$ cat config.mk
export PLATFORM = sky130hd
export DESIGN_NAME = wildcard_name_matcher_core_flat
export DESIGN_NICKNAME = d
export VERILOG_FILES = /design/src/hdl/wnm_pkg.sv /design/src/hdl/wnm_if.sv /design/src/hdl/wnm_cfg_regs.sv /design/src/hdl/wnm_step.sv /design/src/hdl/wildcard_name_matcher_core.sv /design/src/flat_wrapper.sv
export SDC_FILE = /design/constraint.sdc
export NUM_CORES = 1
export LEC_CHECK = 0
export BUFFER_PORTS_ARGS = -buffer_cell sky130_fd_sc_hd__buf_4
export CAP_MARGIN = 20
export CORE_UTILIZATION = 59
export CTS_BUF_LIST = sky130_fd_sc_hd__clkbuf_4 sky130_fd_sc_hd__clkbuf_8 sky130_fd_sc_hd__clkbuf_16
export CTS_CLUSTER_DIAMETER = 30
export DETAILED_ROUTE_END_ITERATION = 16
export GPL_TIMING_DRIVEN = 0
export PLACE_DENSITY = 0.8
export SKIP_CTS_REPAIR_TIMING = 1
export SYNTH_ARGS = -nofsm -noshare
export SYNTH_HDL_FRONTEND = slang
export SYNTH_HIERARCHICAL = 1
export SYNTH_SLANG_ARGS = --single-unit
$ cat constraint.sdc
create_clock -name clk_i -period 3.96 [get_ports clk_i]
set_clock_uncertainty 0.15 [all_clocks]
set_input_delay 0.198 -clock clk_i [delete_from_list [all_inputs] [get_ports clk_i]]
set_output_delay 0.198 -clock clk_i [all_outputs]
set_load 0.01 [all_outputs]
$ cat src/hdl/wnm_pkg.sv
`timescale 1ns / 1ps
// Package for the wildcard name matcher: sizes, pattern codes, register
// indexes, shared types and the star-closure function. No dependencies.
package wnm_pkg;

  localparam int MAX_PATTERN = 16;
  localparam int POS_W       = MAX_PATTERN + 1;
  localparam int LEN_W       = $clog2(MAX_PATTERN + 1);
  localparam int CHAR_W      = 8;
  localparam int CFG_DATA_W  = 64;
  localparam int CFG_IDX_W   = 2;
  localparam int PAT_W       = 2 * CFG_DATA_W;
  localparam int CLOSE_LVLS  = $clog2(POS_W);

  localparam logic [CHAR_W-1:0] STAR_CHAR     = 8'h2A;
  localparam logic [CHAR_W-1:0] QUESTION_CHAR = 8'h3F;

  // Configuration register indexes.
  typedef enum logic [CFG_IDX_W-1:0] {
    CFG_PAT_LOW  = 2'd0,
    CFG_PAT_HIGH = 2'd1,
    CFG_PAT_LEN  = 2'd2
  } cfg_idx_e;

  typedef logic [POS_W-1:0] pos_t;

  // Pattern setup as seen by the datapath.
  typedef struct packed {
    logic [PAT_W-1:0] pat_chars;
    logic [LEN_W-1:0] pat_len;
  } cfg_t;

  // One name byte with its framing marks.
  typedef struct packed {
    logic [CHAR_W-1:0] name_char;
    logic              first_of_name;
    logic              last_of_name;
  } item_t;

  // Follow runs of '*' positions without consuming a byte. Position j is
  // reached if some active position k <= j is followed by stars at k..j-1.
  // This is a carry chain, solved here as a log-depth prefix network.
  function automatic pos_t star_closure(pos_t v, logic [MAX_PATTERN-1:0] star);
    pos_t g;
    pos_t p;
    g = v;
    p = {star, 1'b0};
    for (int k = 0; k < CLOSE_LVLS; k++) begin
      g = g | (p & (g << (1 << k)));
      p = p & (p << (1 << k));
    end
    return g;
  endfunction

endpackage

$ cat src/hdl/wnm_if.sv
`timescale 1ns / 1ps
// Stream interfaces for the name matcher: the name byte channel and the
// match result channel. Depends on wnm_pkg for field widths.
interface wnm_in_if;
  logic                          valid;
  logic                          ready;
  logic [wnm_pkg::CHAR_W-1:0]    name_char;
  logic                          first_of_name;
  logic                          last_of_name;

  modport source (output valid, output name_char, output first_of_name,
                  output last_of_name, input ready);
  modport sink   (input valid, input name_char, input first_of_name,
                  input last_of_name, output ready);
endinterface

interface wnm_out_if;
  logic valid;
  logic ready;
  logic matched;

  modport source (output valid, output matched, input ready);
  modport sink   (input valid, input matched, output ready);
endinterface

$ cat src/hdl/wnm_cfg_regs.sv
`timescale 1ns / 1ps
// Pattern configuration registers of the name matcher with write decode.
// Depends on wnm_pkg.
module wnm_cfg_regs (
  input  logic                             clk_i,
  input  logic                             rst_ni,
  input  logic                             cfg_we_i,
  input  logic [wnm_pkg::CFG_IDX_W-1:0]    cfg_index_i,
  input  logic [wnm_pkg::CFG_DATA_W-1:0]   cfg_data_i,
  output wnm_pkg::cfg_t                    cfg_o
);
  import wnm_pkg::*;

  logic [CFG_DATA_W-1:0] pat_low_q, pat_low_d;
  logic [CFG_DATA_W-1:0] pat_high_q, pat_high_d;
  logic [LEN_W-1:0]      pat_len_q, pat_len_d;
  logic [LEN_W-1:0]      wr_len;

  // Low LEN_W bits only; lengths over MAX_PATTERN are held at the maximum.
  assign wr_len = (cfg_data_i[LEN_W-1:0] > LEN_W'(MAX_PATTERN)) ?
                  LEN_W'(MAX_PATTERN) : cfg_data_i[LEN_W-1:0];

  // Write decode; an index past the list is ignored.
  always_comb begin
    pat_low_d  = pat_low_q;
    pat_high_d = pat_high_q;
    pat_len_d  = pat_len_q;
    if (cfg_we_i) begin
      case (cfg_idx_e'(cfg_index_i))
        CFG_PAT_LOW:  pat_low_d  = cfg_data_i;
        CFG_PAT_HIGH: pat_high_d = cfg_data_i;
        CFG_PAT_LEN:  pat_len_d  = wr_len;
        default: ;
      endcase
    end
  end

  always_ff @(posedge clk_i or negedge rst_ni) begin
    if (!rst_ni) begin
      pat_low_q  <= '0;
      pat_high_q <= '0;
      pat_len_q  <= '0;
    end else begin
      pat_low_q  <= pat_low_d;
      pat_high_q <= pat_high_d;
      pat_len_q  <= pat_len_d;
    end
  end

  assign cfg_o.pat_chars = {pat_high_q, pat_low_q};
  assign cfg_o.pat_len   = pat_len_q;

endmodule

$ cat src/hdl/wnm_step.sv
`timescale 1ns / 1ps
// One automaton step of the glob matcher: advances the active-position
// vector by one name byte and derives the match flag. Depends on wnm_pkg.
module wnm_step (
  input  wnm_pkg::cfg_t   cfg_i,
  input  wnm_pkg::item_t  item_i,
  input  wnm_pkg::pos_t   state_i,
  output wnm_pkg::pos_t   next_o,
  output logic            matched_o
);
  import wnm_pkg::*;

  logic [MAX_PATTERN-1:0] star;
  logic [MAX_PATTERN-1:0] single;
  pos_t                   mask;
  pos_t                   start;
  pos_t                   cur;
  pos_t                   advanced;
  pos_t                   next;

  // Per-position pattern classes; positions past the length do nothing.
  always_comb begin
    for (int i = 0; i < MAX_PATTERN; i++) begin
      logic [CHAR_W-1:0] p;
      logic              used;
      p         = cfg_i.pat_chars[i*CHAR_W +: CHAR_W];
      used      = LEN_W'(i) < cfg_i.pat_len;
      star[i]   = used && (p == STAR_CHAR);
      single[i] = used && (p != STAR_CHAR) &&
                  ((p == QUESTION_CHAR) || (p == item_i.name_char));
    end
    for (int j = 0; j < POS_W; j++) begin
      mask[j] = LEN_W'(j) <= cfg_i.pat_len;
    end
  end

  // A new name restarts from position zero and its star closure.
  assign start = star_closure(POS_W'(1), star);
  assign cur   = item_i.first_of_name ? start : (state_i & mask);

  // A star keeps its position; a literal or '?' hit moves one ahead.
  always_comb begin
    advanced = '0;
    for (int i = 0; i < MAX_PATTERN; i++) begin
      if (cur[i] && star[i]) advanced[i] = 1'b1;
      if (cur[i] && single[i]) advanced[i+1] = 1'b1;
    end
  end

  assign next      = star_closure(advanced, star) & mask;
  assign next_o    = next;
  assign matched_o = (cfg_i.pat_len != '0) && next[cfg_i.pat_len];

endmodule

$ cat src/hdl/wildcard_name_matcher_core.sv
`timescale 1ns / 1ps
// Top level of the wildcard name matcher: input register, step logic and
// result register. Depends on wnm_pkg, wnm_if, wnm_cfg_regs and wnm_step.
//
// Usage:
//   Name bytes arrive on in_i, one per beat, with first_of_name on the first
//   byte of a name and last_of_name on its final byte. The beat with
//   last_of_name yields one beat on out_o carrying matched; other beats
//   yield nothing. The pattern ('*' any run, '?' any one byte) and its
//   length are written through cfg_we_i / cfg_index_i / cfg_data_i while
//   no name is in flight.
//   Throughput is one byte per cycle unless a last byte waits on out_o;
//   the position vector update is a short prefix network between the input
//   register and the state register. A last byte is held in the input
//   register, then its match flag is captured in the result register.
//   Reset clears the pattern, its length and the position vector, and
//   empties both registers. When out_o stalls, the result register holds;
//   bytes that produce no result keep flowing, and a last byte waits in the
//   input register until the result register frees up.
module wildcard_name_matcher_core (
  input  logic                             clk_i,
  input  logic                             rst_ni,
  wnm_in_if.sink                           in_i,
  wnm_out_if.source                        out_o,
  input  logic                             cfg_we_i,
  input  logic [wnm_pkg::CFG_IDX_W-1:0]    cfg_index_i,
  input  logic [wnm_pkg::CFG_DATA_W-1:0]   cfg_data_i
);
  import wnm_pkg::*;

  cfg_t  cfg;
  item_t item_q;
  logic  item_valid_q;
  pos_t  state_q;
  pos_t  next;
  logic  matched;
  logic  out_valid_q, out_valid_d;
  logic  out_matched_q;
  logic  item_fire;

  wnm_cfg_regs u_cfg (
    .clk_i       (clk_i),
    .rst_ni      (rst_ni),
    .cfg_we_i    (cfg_we_i),
    .cfg_index_i (cfg_index_i),
    .cfg_data_i  (cfg_data_i),
    .cfg_o       (cfg)
  );

  wnm_step u_step (
    .cfg_i     (cfg),
    .item_i    (item_q),
    .state_i   (state_q),
    .next_o    (next),
    .matched_o (matched)
  );

  // The held byte moves on unless it carries a result with nowhere to go.
  assign item_fire  = item_valid_q &&
                      (!item_q.last_of_name || !out_valid_q || out_o.ready);
  assign in_i.ready = !item_valid_q || item_fire;

  // Input register.
  always_ff @(posedge clk_i or negedge rst_ni) begin
    if (!rst_ni) begin
      item_valid_q <= 1'b0;
    end else if (in_i.ready) begin
      item_valid_q <= in_i.valid;
    end
  end

  always_ff @(posedge clk_i) begin
    if (in_i.ready && in_i.valid) begin
      item_q.name_char     <= in_i.name_char;
      item_q.first_of_name <= in_i.first_of_name;
      item_q.last_of_name  <= in_i.last_of_name;
    end
  end

  // Active-position vector advances once per consumed byte.
  always_ff @(posedge clk_i or negedge rst_ni) begin
    if (!rst_ni) begin
      state_q <= '0;
    end else if (item_fire) begin
      state_q <= next;
    end
  end

  // Result register.
  always_comb begin
    out_valid_d = out_valid_q;
    if (item_fire && item_q.last_of_name) begin
      out_valid_d = 1'b1;
    end else if (out_o.ready) begin
      out_valid_d = 1'b0;
    end
  end

  always_ff @(posedge clk_i or negedge rst_ni) begin
    if (!rst_ni) begin
      out_valid_q <= 1'b0;
    end else begin
      out_valid_q <= out_valid_d;
    end
  end

  always_ff @(posedge clk_i) begin
    if (item_fire && item_q.last_of_name) begin
      out_matched_q <= matched;
    end
  end

  assign out_o.valid   = out_valid_q;
  assign out_o.matched = out_matched_q;

endmodule

$ cat src/flat_wrapper.sv
// flat-port wrapper written by rule: the top's interface ports become plain ports
module wildcard_name_matcher_core_flat import wnm_pkg::*;
  (clk_i, rst_ni, cfg_we_i, cfg_index_i, cfg_data_i, in_i_valid, in_i_name_char, in_i_first_of_name, in_i_last_of_name, in_i_ready, out_o_valid, out_o_matched, out_o_ready);
  wnm_in_if in_i_i ();
  wnm_out_if out_o_i ();
  input  logic clk_i;
  input  logic rst_ni;
  input  logic cfg_we_i;
  input  logic [wnm_pkg::CFG_IDX_W-1:0] cfg_index_i;
  input  logic [wnm_pkg::CFG_DATA_W-1:0] cfg_data_i;
  input wire logic [$bits(in_i_i.valid)-1:0] in_i_valid;
  input wire logic [$bits(in_i_i.name_char)-1:0] in_i_name_char;
  input wire logic [$bits(in_i_i.first_of_name)-1:0] in_i_first_of_name;
  input wire logic [$bits(in_i_i.last_of_name)-1:0] in_i_last_of_name;
  output wire logic [$bits(in_i_i.ready)-1:0] in_i_ready;
  output wire logic [$bits(out_o_i.valid)-1:0] out_o_valid;
  output wire logic [$bits(out_o_i.matched)-1:0] out_o_matched;
  input wire logic [$bits(out_o_i.ready)-1:0] out_o_ready;
  assign in_i_i.valid = in_i_valid;
  assign in_i_i.name_char = in_i_name_char;
  assign in_i_i.first_of_name = in_i_first_of_name;
  assign in_i_i.last_of_name = in_i_last_of_name;
  assign in_i_ready = in_i_i.ready;
  assign out_o_valid = out_o_i.valid;
  assign out_o_matched = out_o_i.matched;
  assign out_o_i.ready = out_o_ready;
  wildcard_name_matcher_core u_core (.clk_i(clk_i), .rst_ni(rst_ni), .in_i(in_i_i), .out_o(out_o_i), .cfg_we_i(cfg_we_i), .cfg_index_i(cfg_index_i), .cfg_data_i(cfg_data_i));
endmodule
## Word-level counts from Yosys, hierarchy flattened

Index checks and enable logic that the tools add are counted.
W data, S select, Z words.

| word-level totals | value |
|---|---|
| register bits | 162 |
| input bits | 81 |
| word-level logic and storage cells | 285 |

| operators by class | value |
|---|---|
| order comparisons | 35 |
| eq/ne operators | 66 |
| mux-type cells | 38 |
| bitwise gates (word level) | 24 |
| reduce and logical (&&, ||, !) cells | 112 |

Operators by type and width:

| cell | count |
|---|---|
| $eq A8 B6 Y1 const B | 32 |
| $and A17 B17 Y17 | 10 |
| $eq A8 B8 Y1 | 16 |
| $ne A8 B6 Y1 const B | 16 |
| $or A17 B17 Y17 | 5 |
| $logic_and A1 B1 Y1 | 84 |
| $and A16 B16 Y16 | 3 |
| $or A16 B16 Y16 | 3 |
| $le A4 B5 Y1 const A | 8 |
| $lt A4 B5 Y1 const A | 8 |
| $mux W1 | 35 |
| $le A3 B5 Y1 const A | 4 |
| $lt A3 B5 Y1 const A | 4 |
| $logic_or A1 B1 Y1 | 19 |
| $and A16 B1 Y16 const B | 1 |
| $and A16 B4 Y16 | 1 |
| $mux W16 | 1 |
| $or A2 B16 Y16 | 1 |
| $le A1 B5 Y1 const A | 2 |
| $le A2 B5 Y1 const A | 2 |
| $lt A1 B5 Y1 const A | 2 |
| $lt A2 B5 Y1 const A | 2 |
| $lt A5 B6 Y1 const B | 1 |
| $reduce_and A2 Y1 | 3 |
| other kinds (10) | 12 |

## Longest topological paths before layout

| logic depth | value |
|---|---|
| word-level depth | 28 |
| depth in mapped cells | 15 |
| mapped depth without buffers | 13 |

## Modules after synthesis

The synthesis kept the hierarchy.

Modules (own cells, without submodules):

| module | times used | cells each | area each (um2) |
|---|---|---|---|
| wnm_cfg_regs | 1 | 288 | 5410.2 |
| wnm_step | 1 | 588 | 3888.7 |
| wildcard_name_matcher_core | 1 | 119 | 1436.4 |

## Worst setup path before layout

Ideal clock, no wire load.

| timing path | value |
|---|---|
| kind | register to register |
| from | register u_core.u_cfg.pat_len_q[3] |
| to | register u_core.out_matched_q, in the netlist u_core/out_o.matched (data pin) |
| library setup time | 259 ps |
| arrival time | 3140 ps |
| required time | 3551 ps |
| slack | 411 ps |
| cell stages (with the launch flop) | 15 |
| path buffers | 2 |
| clock period less this slack | 3549 ps |
| path through | dfrtp_1 or2_1 buf_2 o211a_1 and4_1 clkbuf_1 a31oi_4 nor4_2 a2111oi_2 nor3b_2 a211oi_2 or2_2 a31oi_1 a31oi_1 a211o_1 |

| on the way | value |
|---|---|
| word-level cells in the longest chain between the ends | 25 |
| elaborated cells on any way between the ends | 174 |
| classes of those cells | order compare: 33; mux: 35; bitwise: 24; reduce/logical: 82 |

RTL lines:

| item | RTL line | source |
|---|---|---|
| from (decl) | wnm_cfg_regs.sv:16 | `logic [LEN_W-1:0] pat_len_q, pat_len_d;` |
| from (signal assigned) | wnm_cfg_regs.sv:46 | `pat_len_q <= pat_len_d;` |
| $lt A1 B5 Y1 | wnm_step.sv:27 | `used = LEN_W'(i) < cfg_i.pat_len;` |
| $logic_and A1 B1 Y1 | wnm_step.sv:28 | `star[i] = used && (p == STAR_CHAR);` |
| $and A17 B17 Y17 | wnm_pkg.sv:50 | `p = p & (p << (1 << k));` |
| $and A16 B4 Y16 | wnm_pkg.sv:49 | `g = g \| (p & (g << (1 << k)));` |
| $or A2 B16 Y16 | wnm_pkg.sv:49 |  |
| $and A16 B16 Y16 | wnm_pkg.sv:49 |  |
| $or A16 B16 Y16 (3 in a row) | wnm_pkg.sv:49 |  |
| $mux W16 | wnm_step.sv:39 | `assign cur = item_i.first_of_name ? start : (state_i & mask);` |
| [7 not listed] | - |  |
| $and A17 B17 Y17 | wnm_pkg.sv:49 |  |
| $or A17 B17 Y17 (3 in a row) | wnm_pkg.sv:49 |  |
| $and A17 B17 Y17 * | wnm_step.sv:50 | `assign next = star_closure(advanced, star) & mask;` |
| named net u_core.next[14] | wildcard_name_matcher_core.sv:35 | `pos_t next;` |
| $bmux W1 S5 * | wnm_step.sv:52 | `assign matched_o = (cfg_i.pat_len != '0) && next[cfg_i.pat_len];` |
| $mux W1 (implied by the code) * | wnm_step.sv:52 |  |
| $logic_and A1 B1 Y1 * | wnm_step.sv:52 |  |
| named net u_core.matched | wildcard_name_matcher_core.sv:36 | `logic matched;` |
| to (signal assigned) | wildcard_name_matcher_core.sv:109 | `out_matched_q <= matched;` |
| to (decl) | wildcard_name_matcher_core.sv:38 | `logic out_matched_q;` |

The timed path passes the listed nets; every way through them passes the cells marked *. The select of a mux whose other input is x is not followed.
A chain may end at the register's enable or synchronous reset.

## Worst setup path after layout

| timing path | value |
|---|---|
| from | register u_core.u_cfg.pat_low_q[36] |
| to | register u_core.out_matched_q, in the netlist u_core/out_o.matched (data pin) |

| on the way | value |
|---|---|
| word-level cells in the longest chain between the ends | 24 |
| elaborated cells on any way between the ends | 83 |
| classes of those cells | eq/ne: 4; mux: 27; bitwise: 23; reduce/logical: 29 |

RTL lines:

| item | RTL line | source |
|---|---|---|
| from (decl) | wnm_cfg_regs.sv:14 | `logic [CFG_DATA_W-1:0] pat_low_q, pat_low_d;` |
| from (signal assigned) | wnm_cfg_regs.sv:44 | `pat_low_q <= pat_low_d;` |
| $eq A8 B6 Y1 | wnm_step.sv:28 |  |
| $logic_and A1 B1 Y1 | wnm_step.sv:28 |  |
| $and A17 B17 Y17 | wnm_pkg.sv:50 |  |
| $and A16 B4 Y16 or $and A17 B17 Y17 (tied branches) | wnm_pkg.sv:49, wnm_pkg.sv:50 |  |
| $or A2 B16 Y16 (tied with other cells) | wnm_pkg.sv:49 |  |
| $and A16 B16 Y16 (tied with other cells) | wnm_pkg.sv:49 |  |
| $or A16 B16 Y16 or $and A16 B1 Y16 (tied branches) | wnm_pkg.sv:49 |  |
| $or A16 B16 Y16 | wnm_pkg.sv:49 |  |
| [8 not listed] | - |  |
| $or A17 B17 Y17 or $and A17 B17 Y17 (tied branches) | wnm_pkg.sv:49 |  |
| $or A17 B17 Y17 (2 in a row) | wnm_pkg.sv:49 |  |
| $or A17 B17 Y17 * | wnm_pkg.sv:49 |  |
| $and A17 B17 Y17 * | wnm_step.sv:50 |  |
| $bmux W1 S5 * | wnm_step.sv:52 |  |
| $mux W1 (implied by the code) * | wnm_step.sv:52 |  |
| $logic_and A1 B1 Y1 * | wnm_step.sv:52 |  |
| named net u_core.matched | wildcard_name_matcher_core.sv:36 |  |

Marks and branches as above.

==> results.md <==
* Port Buffers at 83
* IR drop worst, VDD at 0.3548 mV
* Pwr Density at 395.8 mW/mm^2
* Die Area at 0.01864 sq mm
* Setup TNS at -0.06186 ns
* Clk pwr share at 0.311
* Dpl ws at -0.5488 ns
* Largest net degree at the start of global routing at 82
* Net switching fraction of the power at 0.3265
* Crit path max fanout at 4
* Area taken by flip-flops and latches at 0.004109 sq mm
* Startpoint Class: flip-flop
* GRT overflow at 0
* Worst rel slew slack at 0.3486
* CTS sink cnt at about 160
* GP Congestion at between 0.9 and 1
* Worst Setup SP: u_core/u_cfg/pat_low_q[36]
* Hold Path Depth at 4
* HPWL after detailed placement at 21,840 microns
* Ant. Diodes at 0
* Worst Setup Path Type: reg2reg
* Clock slew at the register clock pins of the worst setup and hold paths at 0.07 ns
* Reg-to-reg endpoint: u_core/out_o.matched
* Max-slew violation count at 0
* Area Overhead vs Synth at 27.49%
* Inserted Clock Buffers at 17
* Outcome: finished, violations left
* Path depth of the worst reg2reg path at 12
* Max incr delay on CP at a little over 0.7 ns
* Highest clock rate at about 250 MHz
* Total wire length at approximately 33,000 microns
* CTS max path bufs at 2
* # H-tree levels at 4
* Post-DP Area at between 0.01 and 0.015 sq mm
* Dpl cells at 1,297
* Final setup fails at 1
* Sequential share of power at 0.429
* Critical path required time at 4.12 ns
* First-pass iteration count of the detailed router at 6
* Die height at 136.5 microns
* Mapped Cells at 988
* Post-Syn Nets at 1,069
* Design area at 0.01361 sq mm
* Most common cell after layout, fill and taps aside: dfrtp_1
* Root buffer cell: clkbuf_16
* Number of buffers and inverters on the critical path at 0
* Pin slew with the least headroom to its limit at 0.9682 ns
* Violated checks: negative setup slack
* WP data arrival at 4.18 ns
* GRT Total Usage at 0.3354
* Most used cell, CP: nor2_1
* DRT antenna net count at 0
* Routed length per placed instance at 23.10 microns
* Combinational power share at 0.260
* Clock Latency Late Sink at 0.44 ns
* CP cell instances: nor4bb_1, o211ai_1, nor2_1, a21oi_4, nor2_1, nor2_1, o32ai_4, nor2_1, o21ai_0, a41oi_2, a31oi_1, a211o_1
* Sw Pwr at roughly 0.0018 W
* Core Box Area at approximately 0.017 sq mm
* Fin cells at 1,440
* Global-route wire length before repair at 46,870 microns
* Tmin final at about 4.0 ns
* Leakage at 5.632 nW
* Worst hold endpoint: u_core/state_q[14]
* Width of the chip at 136.5 microns
* Layout cell share with drive strength beyond 1 at 0.3449
* CTS tree: yes
* Finished Core Util at 0.7789
* Max-cap violations at 0
* Initial antenna violation count at 0
* Internal at 0.003628 W
* Fill count at between 1,000 and 1,500
* R2R Setup Slk at -0.06 ns
* Multi-input logic area at about 0.0064 sq mm
* Hold_sp: out_o_ready
* DRC at 0
* Initial Util at 0.6109
* Syn. warnings at 6
* Crit share post-route at 1.016
* Vias per inst at 6.497
* Vias in the first global route at approximately 8,500
* Mapped Area at 0.01068 sq mm
* Worst path slowest cell: nor4bb_1
* Ports at 84
* DR vias at 9,356
* CP delay by family, top: compound AO/OA/AOI/OAI gates
* Final WS setup at -0.06186 ns
* Reg2Reg Launch Point: u_core/u_cfg/pat_low_q[36]
* Row cnt at 48
* Final hold vios at 0
* 1st-iter DRT viols at 1,001
* Worst setup EP type: flip-flop
* Final nets at 1,283
* Worst min path class: in2reg
* Most frequent cells in the layout: dfrtp_1, buf_4, xnor2_1
* Synth Area per Inst at 10.81 sq um
worst min-delay path: stages:
cell	delay, ns
buf_4	0.08
buf_2	0.16
nand4b_1	0.13
o211ai_1	0.08
per-stage QoR:
stage | hold WS [ns] | power (W)
2_1_floorplan | -0.2476 | 0.003118
3_3_place_gp | 0.2263 | 0.003447
3_5_place_dp | 0.1078 | 0.003499
4_1_cts | -0.3539 | 0.005151
5_1_grt | 0.1351 | 0.005575
6_report | 0.1067 | 0.005387
sequential cells by signal, summed over array words and instances (netlist names):
| register | cells |
|---|---|
| u_core/u_cfg/pat_len_q | 5 |
| u_core/item_valid_q | 1 |
| u_core/out_o.matched | 1 |
| u_core/state_q | 16 |
| u_core/u_cfg/pat_high_q | 64 |
| u_core/item_q | 10 |
| u_core/out_o.valid | 1 |
| u_core/u_cfg/pat_low_q | 64 |
final cells by class:
type                            instances  area share
Clock buffer                           19     0.03236
Timing Repair Buffer                  203      0.1280
Tap cell                              225     0.02068
Sequential cell                       162      0.3019
Inverter                               13    0.003585
Multi-Input combinational cell        760      0.4700
Clock inverter                         13     0.01048
Buffer                                 45     0.03309
worst max-delay path by stage:
stage / end / slack [ns] / cells past startpoint
floorplan: u_core/out_o.matched / 0.41 / 14
global placement: u_core/out_o.matched / -0.60 / 13
detailed placement: u_core/out_o.matched / -0.55 / 13
CTS: u_core/out_o.matched / -0.59 / 13
global route: u_core/out_o.matched / -0.05 / 12
finish: u_core/out_o.matched / -0.06 / 12
layer usage:
layer	routed length [microns]	GRT usage
met5	0	0
met4	1774	0.1549
met3	2673	0.06593
met2	15410	0.5223
met1	13400	0.4503
power by group through the flow:
stage	clock network, W	logic (W)	registers [W]
2_1_floorplan	0	0.000918	0.00220
3_3_place_gp	0	0.00116	0.00229
3_5_place_dp	0	0.00120	0.00230
4_1_cts	0.00167	0.00121	0.00228
5_1_grt	0.00174	0.00148	0.00235
6_report	0.00167	0.00140	0.00231
No activity file was read; power rests on OpenSTA's default activity.
